==> src/hdl/m7fs_udiv.sv <==
module m7fs_udiv #(
   parameter int NUM_W  = 32,
   parameter int DEN_W  = 16,
   parameter int SIDE_W = 8
) (
   input  logic              clock,
   input  logic              reset,
   input  logic              en,
   input  logic              in_vld,
   input  logic [NUM_W-1:0]  num,
   input  logic [DEN_W-1:0]  den,
   input  logic [SIDE_W-1:0] side_in,
   output logic              out_vld,
   output logic [NUM_W-1:0]  quot,
   output logic [SIDE_W-1:0] side_out
);

   // One quotient bit per stage, most significant first
   logic              vld_ff  [NUM_W];
   logic [DEN_W-1:0]  rem_ff  [NUM_W];
   logic [NUM_W-1:0]  num_ff  [NUM_W];
   logic [NUM_W-1:0]  q_ff    [NUM_W];
   logic [DEN_W-1:0]  den_ff  [NUM_W];
   logic [SIDE_W-1:0] side_ff [NUM_W];

   for (genvar k = 0; k < NUM_W; k++) begin : g_stage
      logic              vld_prev;
      logic [DEN_W-1:0]  rem_prev;
      logic [NUM_W-1:0]  num_prev;
      logic [NUM_W-1:0]  q_prev;
      logic [DEN_W-1:0]  den_prev;
      logic [SIDE_W-1:0] side_prev;
      logic [DEN_W:0]    trial;
      logic              ge;
      logic [DEN_W-1:0]  rem_in;

      if (k == 0) begin : g_first
         assign vld_prev  = in_vld;
         assign rem_prev  = '0;
         assign num_prev  = num;
         assign q_prev    = '0;
         assign den_prev  = den;
         assign side_prev = side_in;
      end else begin : g_next
         assign vld_prev  = vld_ff[k-1];
         assign rem_prev  = rem_ff[k-1];
         assign num_prev  = num_ff[k-1];
         assign q_prev    = q_ff[k-1];
         assign den_prev  = den_ff[k-1];
         assign side_prev = side_ff[k-1];
      end

      // Shift in the next numerator bit and try the subtract
      always_comb begin
         trial  = {rem_prev, num_prev[NUM_W-1]};
         ge     = (trial >= {1'b0, den_prev});
         rem_in = ge ? DEN_W'(trial - {1'b0, den_prev}) : trial[DEN_W-1:0];
      end

      always_ff @(posedge clock) begin
         if (reset) begin
            vld_ff[k] <= 1'b0;
         end else if (en) begin
            vld_ff[k] <= vld_prev;
         end
      end

      always_ff @(posedge clock) begin
         if (en) begin
            rem_ff[k]  <= rem_in;
            num_ff[k]  <= num_prev << 1;
            q_ff[k]    <= {q_prev[NUM_W-2:0], ge};
            den_ff[k]  <= den_prev;
            side_ff[k] <= side_prev;
         end
      end
   end

   assign out_vld  = vld_ff[NUM_W-1];
   assign quot     = q_ff[NUM_W-1];
   assign side_out = side_ff[NUM_W-1];

endmodule

==> config.mk <==
export PLATFORM = sky130hd
export DESIGN_NAME = m7fs_udiv
export DESIGN_NICKNAME = d
export VERILOG_FILES = /design/src/hdl/m7fs_udiv.sv
export SDC_FILE = /design/constraint.sdc
export NUM_CORES = 2
export LEC_CHECK = 0
export ABC_CLOCK_PERIOD_IN_PS = 8700
export BUFFER_PORTS_ARGS = -buffer_cell sky130_fd_sc_hd__buf_2
export CORE_MARGIN = 2
export CORE_UTILIZATION = 60
export DETAILED_ROUTE_END_ITERATION = 10
export PLACE_DENSITY = 0.76
export SETUP_SLACK_MARGIN = 0.2
export SLEW_MARGIN = 20
export SYNTH_ARGS = -nofsm -noshare
export SYNTH_HDL_FRONTEND = slang
export SYNTH_SLANG_ARGS = --single-unit
==> constraint.sdc <==
create_clock -name clock -period 8.7 [get_ports clock]
set_clock_uncertainty 0.05 [all_clocks]
set_input_delay 0 -clock clock [delete_from_list [all_inputs] [get_ports clock]]
set_output_delay 0 -clock clock [all_outputs]
set_load 0.005 [all_outputs]
==> flow_summary.yaml <==
sta:
  slew_headroom_pct: 27.4
  period_minus_slack_ps: 4170
  hold_violations: 0
  setup_violations: 0
  final.setup.tns_ps: 0
  finalMaxSlewViolations: 0
  worst_pin_slew_ps: 1090
  grt_setup_unrepaired: "false"
  fmax_mhz: 240
  post-route-period-util_pct: 47.9
power_and_ir_drop:
  pwr-share-comb_pct: 31.0
  p_leak_nw: 42.0
  vdd_drop_max_v: 0.000257
  power_switching_mw: 11.2
  p_seq_share_pct: 42.9
  p_int_mw: 25.8
  clockPowerShare_pct: 26.1
  switching_share_pct: 30.4
  power.total_mw: 37.0
  power_density_nw_per_um2: 336
synthesis:
  synth_top_area_share_pct: 70.6
  seq_area_frac_synth_pct: 70.6
  netlist_top_cells_area: "edfxtp_1, ha_1, mux2_2, inv_1, xnor2_1"
  synth_adder_area_share_pct: 6.97
  synth_edf_count: 2304
  synth.area.mux_share_pct: 3.70
  synth_most_common_cell: "edfxtp_1"
  synthXorXnorAreaFrac_pct: 2.96
  synth.distinct_cells: 76
  ys.flop_type: "edfxtp_1"
  synthArstFlopShare_pct: 0
  syn_inst: 6468
  yosys_register_bits: 2304
  yosysWarnings: 0
  synth_area_um2: 98000
  syn-num-nets: 7056
  yosys.area.top_type: "edfxtp_1"
  yosys.area_share.simple_pct: 5.60
  postSynthAreaPerCell_um2: 15.2
  synthTopCellsByCount: "edfxtp_1, inv_1, ha_1, nor2_1, a21oi_1"
  synth_compound_area_share_pct: 7.42
  synth_top_family_by_area: "compound AO/OA/AOI/OAI gates"
layout:
  n_fill_cell: 10916
  multi_input_area_um2: 26200
  antenna_cells: 0
  fin_nets: 7474
  layout-drive-gt1-share_pct: 11.1
  regArea_um2: 69200
  area_growth_pct: 12.3
clocking:
  cts_resized: 0
  cts_tree: "yes"
  cts-buffers-inserted: 223
  cts-root-buf: "clkbuf_16"
  post_cts_buffers: 0
  cts_buffer_depth: 3
  clkTransAtPathRegs_ps: 60
  clock_latency_ps: 850
  ctsHtreeMaxLevel: 4
  cts.sinks: 2304
place:
  io_buffer_count: 100
  dp_hpwl_um: 111000
  globalplace.congestion: 0.876
global_route:
  grt_max_degree: 180
  grt_usage_pct: 20.2
  grt_pass1_wl_um: 270000
  antenna_found_initial: 4
  first_global_vias: 51088
  grt_remaining_overflow: 0
setup_path:
  max_stage_delay_ps: 650
  path_cells: "inv_1, ha_1, nor2b_4, o21ai_2, a21boi_2, or4b_4, and3_1, o41a_1, or3_4, a211oi_4, buf_8, mux2_2"
  reg2reg_slack_ps: 4530
  setup.worst_path.start_class: "register"
  critPathArrivalTime_ps: 4700
  worstPathMaxFanout: 10
  critPathCaptureType: "register"
  path_class: "reg -> reg"
  required_ps: 9230
  critPathSlowestCell: "a211oi_4"
route:
  vias: 51747
  routed_wl_um: 167000
  dr.pass1.iters: 6
  ant_nets: 0
  post_drt_via_cell_ratio: 5.59
  wl_per_cell_um: 18.1
  drc_errors: 0
  drtIter0Drc: 4243
job:
  drv_cap: 0
status:
  status: "completed"
floorplan:
  dieHeight_um: 408
  dieArea_um2: 167000
  ios: 101
  dieWidth_um: 408
  core_um2: 162000
  start_util_pct: 60.4
  rows: 148
min_path:
  worstHoldPathType: "in -> reg"
[layout by cell type, fill, tap and decap left out, types with 39 or more instances in the layout]
master and instances:
edfxtp_1 2304, inv_1 650, ha_1 498, nor2_1 369, a21oi_1 337, mux2_2 274
o21ai_0 233, xnor2_1 229, nand2_1 228, clkbuf_16 223, a21o_1 125, dlygate4sd3_1 117
xor2_1 102, buf_2 99, nor2b_1 87, nand3_1 80, o21a_1 71, nor3_1 68
nand2b_1 62, nand4_1 56, a211oi_1 48, clkbuf_1 48, and2_1 46, clkinv_1 46
mux2i_1 44, a21boi_0 41, a31oi_1 39
[power by group through the flow]
stage	logic, mW	clock network (mW)	registers [mW]
6_report	11.5	9.66	15.9
3_3_place_gp	10.9	0	16.1
5_1_grt	12.8	10.4	16.0
4_1_cts	11.4	9.93	15.9
2_1_floorplan	8.87	0	15.6
3_5_place_dp	11.2	0	16.1
[layout make-up]
type,count,area share (%)
sequential,2304,62.8
multi-input combinational,3450,23.8
clock buffer,271,5.23
tap,2175,2.47
inverter,650,2.22
timing repair buffer,257,1.93
clock inverter,145,1.53
[flip-flops by register name, indices dropped and copies added, names as in the netlist]
signal	cells
den_ff	496
num_ff	496
q_ff	528
rem_ff	496
side_ff	256
vld_ff	32
[through the flow]
| stage | utilization (%) | hold WS (ps) | instance area, µm² | setup slack, ps | instances |
|---|---|---|---|---|---|
| floorplan | - | 48.9 | 98000 | 5020 | 6468 |
| finish | 67.8 | 77.4 | 110000 | 4530 | 9252 |
| global placement | 62.5 | 126 | 101000 | 4340 | 8718 |
| global route | 67.8 | 52.4 | 110000 | 4310 | 9252 |
| CTS | 67.8 | 4.18 | 110000 | 4330 | 9252 |
| detailed placement | 62.5 | 128 | 101000 | 4550 | 8719 |
[logic make-up after synthesis]
family	after synthesis
flip-flops	2304
AO/OA/AOI/OAI	1137
AND/OR/NAND/NOR	1129
buffers and inverters	714
adder cells (fa/ha/maj)	528
XOR/XNOR	331
multiplexers	325
[timing repair]
action,CTS,global route
endpoints found under the hold margin,311,0
hold buffers,117,0
setup endpoints to repair,0,0
[worst max-delay path, delay by kind of cell, from the launching register on]
| family | cells | cell delay (ps) |
|---|---|---|
| AO/OA/AOI/OAI | 4 | 1310 |
| adder cells (fa/ha/maj) | 1 | 240 |
| buffers and inverters | 2 | 340 |
| flip-flops | 1 | 430 |
| multiplexers | 1 | 350 |
| AND/OR/NAND/NOR | 4 | 1200 |
[final timing paths]
kind                  end  cells after the start    startpoint
max          rem_ff[1][4]                     12  den_ff[0][1]
min reg2reg  q_ff[28][23]                      0  q_ff[27][22]
max reg2reg  rem_ff[1][4]                     12  den_ff[0][1]
min            q_ff[0][0]                      3       den[15]
[metal layers]
layer	up-vias	global-route usage, %	wire length (µm)
met5	-	0	0
met4	0	6.71	4850
met3	347	3.12	7560
met2	1218	32.9	79900
met1	25146	28.1	75000
li1	25036	-	-
(Power assumes the default switching activity.)
